==> config.mk <==
export PLATFORM = sky130hd
export DESIGN_NAME = heading_moving_average
export DESIGN_NICKNAME = d
export VERILOG_FILES = /design/src/rtl/core/hma_pkg.sv /design/src/rtl/core/hma_ram.sv /design/src/rtl/core/heading_moving_average.sv
export VERILOG_INCLUDE_DIRS = /design/src /design/src/rtl/core
export SDC_FILE = /design/constraint.sdc
export NUM_CORES = 1
export LEC_CHECK = 0
export BUFFER_PORTS_ARGS = -buffer_cell sky130_fd_sc_hd__buf_4
export CAP_MARGIN = 20
export CELL_PAD_IN_SITES_DETAIL_PLACEMENT = 0
export CELL_PAD_IN_SITES_GLOBAL_PLACEMENT = 1
export CORE_ASPECT_RATIO = 0.75
export CORE_UTILIZATION = 50
export DETAILED_ROUTE_END_ITERATION = 6
export GPL_TIMING_DRIVEN = 0
export PLACE_DENSITY = 0.79
export SKIP_LAST_GASP = 1
export SLEW_MARGIN = 20
export SYNTH_ARGS = -nofsm -noshare
export SYNTH_HDL_FRONTEND = slang
export SYNTH_HIERARCHICAL = 1
export SYNTH_SLANG_ARGS = --single-unit
==> constraint.sdc <==
create_clock -name i_clk -period 6.65 [get_ports i_clk]
set_input_delay 0 -clock i_clk [delete_from_list [all_inputs] [get_ports i_clk]]
set_output_delay 0 -clock i_clk [all_outputs]
set_load 0.01 [all_outputs]
==> src/rtl/core/heading_moving_average_assert.svh <==
// assertion macros for the heading moving average block
`ifndef HEADING_MOVING_AVERAGE_ASSERT_SVH
`define HEADING_MOVING_AVERAGE_ASSERT_SVH

`ifndef SYNTH
`define HMA_ASSERT_HOLDS(lbl, cond) \
    lbl: assert property (@(posedge i_clk) disable iff (!i_rst_n) (cond)) \
        else $error("heading_moving_average: assertion failed");
`define HMA_ASSERT_NEXT(lbl, pre, post) \
    lbl: assert property (@(posedge i_clk) disable iff (!i_rst_n) (pre) |=> (post)) \
        else $error("heading_moving_average: assertion failed");
`else
`define HMA_ASSERT_HOLDS(lbl, cond)
`define HMA_ASSERT_NEXT(lbl, pre, post)
`endif

`endif

==> src/rtl/core/hma_pkg.sv <==
// shared types and constants for the heading moving average block
`timescale 1ns / 1ps
`default_nettype none

package hma_pkg;

    localparam int ANG_W     = 16;
    localparam int OUT_W     = 19;
    localparam int HALF_TURN = 32768;

    typedef logic [ANG_W-1:0]        t_angle;
    typedef logic signed [OUT_W-1:0] t_avg;

endpackage

`default_nettype wire

==> src/rtl/core/hma_ram.sv <==
// generic single write port ram with registered read
`timescale 1ns / 1ps
`default_nettype none

module hma_ram #(
    parameter int WIDTH = 16,
    parameter int DEPTH = 8
) (
    input  wire logic                     i_clk,
    input  wire logic                     i_we,
    input  wire logic [$clog2(DEPTH)-1:0] i_waddr,
    input  wire logic [WIDTH-1:0]         i_wdata,
    input  wire logic [$clog2(DEPTH)-1:0] i_raddr,
    output logic      [WIDTH-1:0]         o_rdata
);

    logic [WIDTH-1:0] r_mem [DEPTH];

    always_ff @(posedge i_clk) begin
        if (i_we) begin
            r_mem[i_waddr] <= i_wdata;
        end
        o_rdata <= r_mem[i_raddr];
    end

endmodule

`default_nettype wire

==> src/rtl/core/heading_moving_average.sv <==
// heading moving average: unwrapped mean over a sliding window of headings
//
// input beat: i_heading_in, a 16-bit binary angle (65536 is one full turn),
// taken when i_in_valid and o_in_ready are both high. the sample replaces the
// oldest entry of a WINDOW_SIZE deep window held in a small ram.
// output beat: o_average_heading, 19-bit two's complement, the floor of the
// mean of the window unwrapped from its oldest sample, not rewrapped.
// one beat out for every beat in, in order.
// a sample is finished before the next one is taken: one ram read per
// window entry through a single unwrap adder, then one reciprocal multiply
// for the floor division, then the result is loaded into the output register.
// o_in_ready is high only while idle.
// the result sits in an output register, so the next sample is taken while
// a stalled result waits; the block holds its finished mean until that
// register is free.
// reset (synchronous, active low) clears the window valid bits so every
// entry reads as zero, and empties the output register. no clearing pass.
`timescale 1ns / 1ps
`default_nettype none

module heading_moving_average #(
    parameter int WINDOW_SIZE = 8
) (
    input  wire logic                 i_clk,
    input  wire logic                 i_rst_n,
    input  wire logic                 i_in_valid,
    output logic                      o_in_ready,
    input  wire hma_pkg::t_angle      i_heading_in,
    output logic                      o_out_valid,
    input  wire logic                 i_out_ready,
    output hma_pkg::t_avg             o_average_heading
);

`include "heading_moving_average_assert.svh"

    localparam int IDX_W   = $clog2(WINDOW_SIZE);
    localparam int CNT_W   = $clog2(WINDOW_SIZE + 1);
    localparam int ACC_W   = $clog2(WINDOW_SIZE) + 18;
    localparam int SUM_W   = ACC_W + $clog2(WINDOW_SIZE) + 1;
    localparam int SHIFT   = SUM_W + IDX_W;
    localparam int MUL_W   = SUM_W + 1;
    localparam int PROD_W  = SUM_W + MUL_W;
    localparam int QUO_W   = PROD_W - SHIFT;

    // ceiling of 2^SHIFT / WINDOW_SIZE, exact floor for every SUM_W-bit numerator
    localparam logic [63:0]      RECIP_FULL = ((64'd1 << SHIFT) + 64'(WINDOW_SIZE - 1))
                                              / 64'(WINDOW_SIZE);
    localparam logic [MUL_W-1:0] RECIP      = RECIP_FULL[MUL_W-1:0];

    localparam logic [2:0] ST_IDLE = 3'd0;
    localparam logic [2:0] ST_READ = 3'd1;
    localparam logic [2:0] ST_PREP = 3'd2;
    localparam logic [2:0] ST_DIV  = 3'd3;
    localparam logic [2:0] ST_FIN  = 3'd4;

    logic [2:0]              r_state,    n_state;
    logic [WINDOW_SIZE-1:0]  r_vld,      n_vld;
    logic [IDX_W-1:0]        r_head,     n_head;
    logic [IDX_W-1:0]        r_rd_addr,  n_rd_addr;
    logic [CNT_W-1:0]        r_iss_cnt,  n_iss_cnt;
    logic [CNT_W-1:0]        r_proc_cnt, n_proc_cnt;
    logic                    r_rd_pend,  n_rd_pend;
    logic                    r_rd_vld,   n_rd_vld;
    hma_pkg::t_angle         r_prev,     n_prev;
    logic signed [ACC_W-1:0] r_acc,      n_acc;
    logic signed [SUM_W-1:0] r_sum,      n_sum;
    logic [SUM_W-1:0]        r_num,      n_num;
    logic [PROD_W-1:0]       r_prod,     n_prod;
    logic                    r_neg,      n_neg;
    logic                    r_out_vld,  n_out_vld;
    hma_pkg::t_avg           r_avg,      n_avg;

    logic                    in_acc;
    logic                    ram_we;
    hma_pkg::t_angle         ram_rdata;
    hma_pkg::t_angle         samp;
    logic signed [16:0]      diff;
    logic signed [16:0]      wdiff;
    logic signed [ACC_W-1:0] acc_step;
    logic [QUO_W-1:0]        quot_mag;
    logic [QUO_W-1:0]        quot;

    hma_ram #(
        .WIDTH (hma_pkg::ANG_W),
        .DEPTH (WINDOW_SIZE)
    ) u_window (
        .i_clk   (i_clk),
        .i_we    (ram_we),
        .i_waddr (r_head),
        .i_wdata (i_heading_in),
        .i_raddr (r_rd_addr),
        .o_rdata (ram_rdata)
    );

    assign o_in_ready        = (r_state == ST_IDLE);
    assign in_acc            = i_in_valid && o_in_ready;
    assign ram_we            = in_acc;
    assign o_out_valid       = r_out_vld;
    assign o_average_heading = r_avg;

    // unwrap datapath
    assign samp     = r_rd_vld ? ram_rdata : '0;
    assign diff     = $signed({1'b0, samp}) - $signed({1'b0, r_prev});
    assign wdiff    = (diff == -17'(hma_pkg::HALF_TURN)) ? 17'(hma_pkg::HALF_TURN)
                                                          : {diff[15], diff[15:0]};
    assign acc_step = r_acc + ACC_W'(wdiff);

    // division datapath
    assign quot_mag = r_prod[PROD_W-1:SHIFT];
    assign quot     = r_neg ? (~quot_mag + QUO_W'(1)) : quot_mag;

    always_comb begin
        n_state    = r_state;
        n_vld      = r_vld;
        n_head     = r_head;
        n_rd_addr  = r_rd_addr;
        n_iss_cnt  = r_iss_cnt;
        n_proc_cnt = r_proc_cnt;
        n_rd_pend  = 1'b0;
        n_rd_vld   = r_rd_vld;
        n_prev     = r_prev;
        n_acc      = r_acc;
        n_sum      = r_sum;
        n_num      = r_num;
        n_prod     = r_prod;
        n_neg      = r_neg;
        n_out_vld  = r_out_vld && !i_out_ready;
        n_avg      = r_avg;

        case (r_state)
            ST_IDLE: begin
                if (in_acc) begin
                    n_vld[r_head] = 1'b1;
                    n_head        = (r_head == IDX_W'(WINDOW_SIZE - 1)) ? '0 : r_head + 1'b1;
                    n_rd_addr     = n_head;
                    n_iss_cnt     = '0;
                    n_proc_cnt    = '0;
                    n_state       = ST_READ;
                end
            end
            ST_READ: begin
                if (r_iss_cnt != CNT_W'(WINDOW_SIZE)) begin
                    n_rd_pend = 1'b1;
                    n_rd_vld  = r_vld[r_rd_addr];
                    n_iss_cnt = r_iss_cnt + 1'b1;
                    n_rd_addr = (r_rd_addr == IDX_W'(WINDOW_SIZE - 1)) ? '0
                                                                        : r_rd_addr + 1'b1;
                end
                if (r_rd_pend) begin
                    n_prev     = samp;
                    n_proc_cnt = r_proc_cnt + 1'b1;
                    if (r_proc_cnt == '0) begin
                        n_acc = ACC_W'(samp);
                        n_sum = SUM_W'(samp);
                    end else begin
                        n_acc = acc_step;
                        n_sum = r_sum + SUM_W'(acc_step);
                    end
                    if (r_proc_cnt == CNT_W'(WINDOW_SIZE - 1)) begin
                        n_state = ST_PREP;
                    end
                end
            end
            ST_PREP: begin
                // floor of a negative quotient is minus the ceiling of its magnitude
                n_neg     = r_sum[SUM_W-1];
                n_num     = r_sum[SUM_W-1] ? (~r_sum + SUM_W'(WINDOW_SIZE))
                                           : r_sum;
                n_state   = ST_DIV;
            end
            ST_DIV: begin
                n_prod  = PROD_W'(r_num) * PROD_W'(RECIP);
                n_state = ST_FIN;
            end
            ST_FIN: begin
                if (!r_out_vld || i_out_ready) begin
                    n_avg     = quot[hma_pkg::OUT_W-1:0];
                    n_out_vld = 1'b1;
                    n_state   = ST_IDLE;
                end
            end
            default: begin
                n_state = ST_IDLE;
            end
        endcase
    end

    always_ff @(posedge i_clk) begin
        if (!i_rst_n) begin
            r_state    <= ST_IDLE;
            r_vld      <= '0;
            r_head     <= '0;
            r_rd_addr  <= '0;
            r_iss_cnt  <= '0;
            r_proc_cnt <= '0;
            r_rd_pend  <= 1'b0;
            r_out_vld  <= 1'b0;
        end else begin
            r_state    <= n_state;
            r_vld      <= n_vld;
            r_head     <= n_head;
            r_rd_addr  <= n_rd_addr;
            r_iss_cnt  <= n_iss_cnt;
            r_proc_cnt <= n_proc_cnt;
            r_rd_pend  <= n_rd_pend;
            r_out_vld  <= n_out_vld;
        end
    end

    always_ff @(posedge i_clk) begin
        r_rd_vld <= n_rd_vld;
        r_prev   <= n_prev;
        r_acc    <= n_acc;
        r_sum    <= n_sum;
        r_num    <= n_num;
        r_prod   <= n_prod;
        r_neg    <= n_neg;
        r_avg    <= n_avg;
    end

    `HMA_ASSERT_NEXT(a_accept_starts_read, in_acc, (r_state == ST_READ) && (r_iss_cnt == '0))
    `HMA_ASSERT_HOLDS(a_proc_behind_issue, (r_state != ST_READ) || (r_proc_cnt <= r_iss_cnt))
    `HMA_ASSERT_NEXT(a_div_to_fin, (r_state == ST_DIV), (r_state == ST_FIN))
    `HMA_ASSERT_NEXT(a_fin_loads_free_reg, (r_state == ST_FIN) && !r_out_vld, r_out_vld && (r_state == ST_IDLE))

endmodule

`default_nettype wire
Yosys cells after proc, flatten, opt, wreduce, memory -nomap -nowiden --
Memories as Yosys holds them, arrays and structs flattened. A register that Yosys moved wholly into a read port is not among the register bits. Cells that the tools add are included.
Operators by class: add/sub/neg operators 9, $lt $le $gt $ge 3, equal/unequal tests 14, muxes and demuxes 30, bitwise operators 3, reduce and logical (&&, ||, !) cells 17
Operator list (count):
- $mux W16 | 3
- $add A25 B21 Y25 | 1
- $add A25 B5 Y25 const B | 1
- $not A25 Y25 | 1
- $mux W3 | 8
- $mux W22 | 1
- $add A21 B17 Y21 | 1
- $add A19 B1 Y19 const B | 1
- $mux W19 | 1
- $not A19 Y19 | 1
- $eq A17 B16 Y1 const B | 1
- $mux W17 | 1
- $sub A16 B16 Y17 | 1
- $pmux W4 S2 | 2
- $pmux W3 S5 | 1
- $mux W4 | 3
- $reduce_and A2 Y1 | 5
- $eq A3 B3 Y1 const B | 3
- $add A4 B1 Y4 const B | 2
- $lt A3 B4 Y1 const B | 2
- $ne A2 B2 Y1 const B | 4
- $or A8 B8 Y8 | 1
- $mux W1 | 7
- $add A3 B1 Y3 const B | 2
- other kinds (17) | 22
Storage, ports and cells: bits in registers 154, memory bits (writable) 128, output and inout port bits 21, logic and storage cells 95, memories kept 1
Memories:
- u_window.r_mem | words 8, bits a word 16, read ports 1, clocked after Yosys merged registers in 1, write ports 1, RTL line hma_ram.sv:17 | logic [WIDTH-1:0] r_mem [DEPTH];

Logic depth before layout (Yosys ltp) --
depth after elaboration 7, depth in mapped cells 28

Modules after synthesis --
The synthesis kept the hierarchy.
Modules (own cells, without submodules):
- heading_moving_average | times used 1, cells each 860, area an instance 9038.7 um2, seq. area each 4174.0 um2
- hma_ram | times used 1, cells each 214, area an instance 5293.8 um2, seq. area each 4164.0 um2

Worst setup path before layout --
No wires, ideal clock.
path kind reg2reg, start point register r_rd_vld, end point register r_sum[24], data pin, arrival time 5.301 ns, data required time 6.384 ns, slack 1.083 ns, cell stages (with the launch flop) 27, clock period less this slack 5.567 ns, cells stage by stage edfxtp_1 clkbuf_1 and2_1 ha_1 a21oi_1 a21oi_1 nor3_2 nor3_1 or4_1 and2_1 ha_1 clkbuf_1 nand3_1 nor2_1 inv_1 o31ai_1 a41oi_1 a21oi_1 xnor3_2 inv_1 ha_1 a21o_1 a21o_1 or3_1 o21ai_0 xnor3_1 nor2_1
On the way: cells in the longest elaborated chain, start to end 6
Ends and longest elaborated chain:
- from (decl) | RTL line heading_moving_average.sv:63 | logic r_rd_vld, n_rd_vld;
- from (signal assigned) | RTL line heading_moving_average.sv:211 | r_rd_vld <= n_rd_vld;
- $mux W16 (*) | RTL line heading_moving_average.sv:102 | assign samp = r_rd_vld ? ram_rdata : '0;
- net samp[2] | RTL line heading_moving_average.sv:76 | hma_pkg::t_angle samp;
- $sub A16 B16 Y17 (*) | RTL line heading_moving_average.sv:103 | assign diff = $signed({1'b0, samp}) - $signed({1'b0, r_prev});
- $eq A17 B16 Y1 | RTL line heading_moving_average.sv:104 | assign wdiff = (diff == -17'(hma_pkg::HALF_TURN)) ? 17'(hma_pkg::HALF_TURN)
- $mux W17 (*) | RTL line heading_moving_average.sv:104
- $add A21 B17 Y21 (*) | RTL line heading_moving_average.sv:106 | assign acc_step = r_acc + ACC_W'(wdiff);
- net acc_step[20] | RTL line heading_moving_average.sv:79 | logic signed [ACC_W-1:0] acc_step;
- $add A25 B21 Y25 (*) | RTL line heading_moving_average.sv:157 | n_sum = r_sum + SUM_W'(acc_step);
- to (signal assigned) | RTL line heading_moving_average.sv:214 | r_sum <= n_sum;
- to (decl) | RTL line heading_moving_average.sv:66 | logic signed [SUM_W-1:0] r_sum, n_sum;
The timed path passes the listed nets; every way through them passes the cells marked *. A chain may end at the register's enable or synchronous reset.

Final worst setup path --
start point register r_rd_vld, end point register r_sum[24], data pin
On the way: cells in the longest elaborated chain, start to end 6
Ends and longest elaborated chain (RTL line):
- $mux W16 (*) | heading_moving_average.sv:102
- $sub A16 B16 Y17 (*) | heading_moving_average.sv:103
- $eq A17 B16 Y1 | heading_moving_average.sv:104
- $mux W17 (*) | heading_moving_average.sv:104
- $add A21 B17 Y21 (*) | heading_moving_average.sv:106
- net acc_step[20] | heading_moving_average.sv:79
- $add A25 B21 Y25 (*) | heading_moving_average.sv:157
Marks and branches as above.

==> run metrics <==
H-tree levels 1; LEAKAGE 6.13 nW; # diodes 0; top-area cell type share of the netlist area 52.2%; crit path cell chain nand2_4, ha_1, fa_1, nor2b_1, o31a_2, a21oi_1, or4_1, a2111oi_1, nor4b_4, a21boi_4, ha_1, nand3_1, nand2_1, a41oi_1, a21oi_1, xnor3_2, inv_2, ha_1, a21o_1, a21o_1, or3_1, o21ai_0, xnor3_1, nor2_1; top cells by area, synth edfxtp_1 52%, ha_1 6.3%, dfxtp_1 6.0%, mux4_1 5.1%, xnor2_1 3.7%; period utilization 94.4%; outcome completed; root buffer cell clkbuf_16; # setup viols final 0; Peak VDD IR 0.000205 V; Seq/Total Area, Yosys 58.2%; Detailed Route WL 29.6 mm; most frequent CP cell ha_1; data required time at the worst endpoint 6960 ps; wire per inst 18.6 um; Clock Sinks 292; Util after Layout 58.9%; Die Span X 198 um; CP Max Fanout 7; met1 Resource Use GR 32.4%; num rows 53; clk slew on worst S/H paths 70 ps; most common cell after layout, fill and taps aside edfxtp_1; worst-skew pair later-pin latency 570 ps; total CTS buffers 29; hpwl dp 20.9 mm; Top FF cell, synth edfxtp_1; Initial Utilization 51.0%; Via Count 8,845; Cell Pwr Density 311 nW/um^2; CTS max path bufs 3; CP delay by family, top simple AND/OR/NAND/NOR gates; Buffers on Ports 40; gr busiest metal met1; Final min period 6280 ps; area leader, netlist edfxtp_1; worst relative slew slack 33.6%; Synth Area per Inst 13.3 sq um; fmax 159 MHz; crit path DAT 6580 ps; initial antenna violation count 0; cell area after layout 16,600 sq um; Min-Delay Path Class input port to flop; drc violations 0; clk_skew 18.1 ps; filler cell count 2,260; Die Ht 149 um; die footprint 29,400 sq um; via/cell ratio 5.57; GRT Total Usage 20.3%; largest net degree at the start of global routing 41; vias in the first global route 8,502; Core ar. 28,100 sq um; Critical-path top delay cell or4_1; Synth Warn # 6; syn nets 1,169; initial detailed-routing violation count 626; Synth Instances 1,074; final hold vios 0; Tightest Pin Transition 996 ps; WP buf/inv 1; first-pass GRT wire length 46.4 mm; CP max stage delay 590 ps; met2 global-route usage 29.5%; P&R area growth vs syn 15.5%; Total Nets Final 1,275; antenna-violating nets left 0; # IOs 41; Pre-Repair DR Iteration Count 5; Seq cells post-synth 292; count of final max-slew check failures 0; Critical Path End Type flop; most frequent cells in the layout 249 x edfxtp_1, 82 x nand2_1, 71 x ha_1, 59 x xnor2_1, 50 x a21oi_1; CTS tree done; gpl congestion 0.879; placed instance area 15,300 sq um; EDFF count, synth 249; CP startpoint kind flop; cell area after synthesis 14,300 sq um; Setup TNS Final 0 ps; Crit Path Class flop to flop; Max Cap Viol 0; met3 Resource Use GR 2.63%; Overflow after GRT 0; post-synthesis cell type count 72; ratio of cells with drive above 1 in the final layout 13.8%; Post-synth ARST share 0%
-- state kept, by name, indices dropped and copies added (netlist names), 4 cells and up --
register / flops
r_num: 19
u_window/r_mem: 128
r_iss_cnt: 4
r_vld: 8
u_window/o_rdata: 16
o_average_heading: 19
r_acc: 21
r_prev: 16
r_proc_cnt: 4
r_sum: 25
r_prod: 19
-- final cells by class --
type	count	area, sq um	area share, %
flip-flops and latches	292	8340	50.4
multi-input cells	706	5790	35.0
clock buffers	36	762	4.60
repair buffers	76	663	4.01
well taps	385	482	2.91
clock inverters	18	191	1.16
inverters	45	169	1.02
plain buffers	30	156	0.945
-- power by group --
group          leakage (nW)  internal [mW]  total [mW]  switching (mW)
Clock                 0.458          0.938        1.64           0.704
Sequential             2.62           2.04        2.07          0.0287
Combinational          3.06          0.632        1.43           0.796
Total                  6.13           3.61        5.14            1.53
-- metal layers --
metal | vias up | routed length [um]
li1 | 4309 | -
met3 | 33 | 1450
met2 | 204 | 12700
met5 | - | 0
met1 | 4299 | 15000
met4 | 0 | 425
-- stage by stage --
step	instances	worst slack (ps)	power [mW]	hold slack (ps)
after floorplan	1074	1080	3.18	98.9
after global placement	1499	18.8	3.46	233
after detailed placement	1513	-46.9	3.47	236
after CTS	1587	11.4	5.13	174
after global routing	1588	-10.4	5.41	189
final	1588	372	5.14	201
-- kinds of logic after synthesis --
group           Yosys count  synth area share (%)
fa+ha+maj                75                  6.70
compound gates          219                  10.2
xor+xnor                 88                  5.58
mux                      55                  7.69
buf+inv                  76                  2.22
flops                   292                  58.2
simple gates            269                  9.46
-- final timing paths --
path	slack (ps)	startpoint	cells after the start	to
worst max-delay path	370	r_rd_vld	24	r_sum[24]
worst min-delay path	200	i_heading_in[8]	2	u_window/r_mem[1][8]
worst min register to register	420	r_num[20]	0	r_prod[45]
worst max register to register	370	r_rd_vld	24	r_sum[24]
-- cell usage after synthesis (26+ instances only) --
cell type	instances
o21ai_0	46
inv_1	44
xnor2_1	60
xor2_1	26
mux4_1	28
dfxtp_1	43
edfxtp_1	249
nor2_1	53
a21o_1	28
ha_1	72
a21oi_1	50
nand2_1	83
-- what timing repair did --
item                                    4_1_cts  5_1_grt
pin swaps                                     0        3
endpoints found under the setup margin        2        5
endpoints found under the hold margin       145        0
setup buffers                                 0        2
gates resized for setup                       1       21
hold buffers                                 20        0
Power figures use the tool's default switching activity.
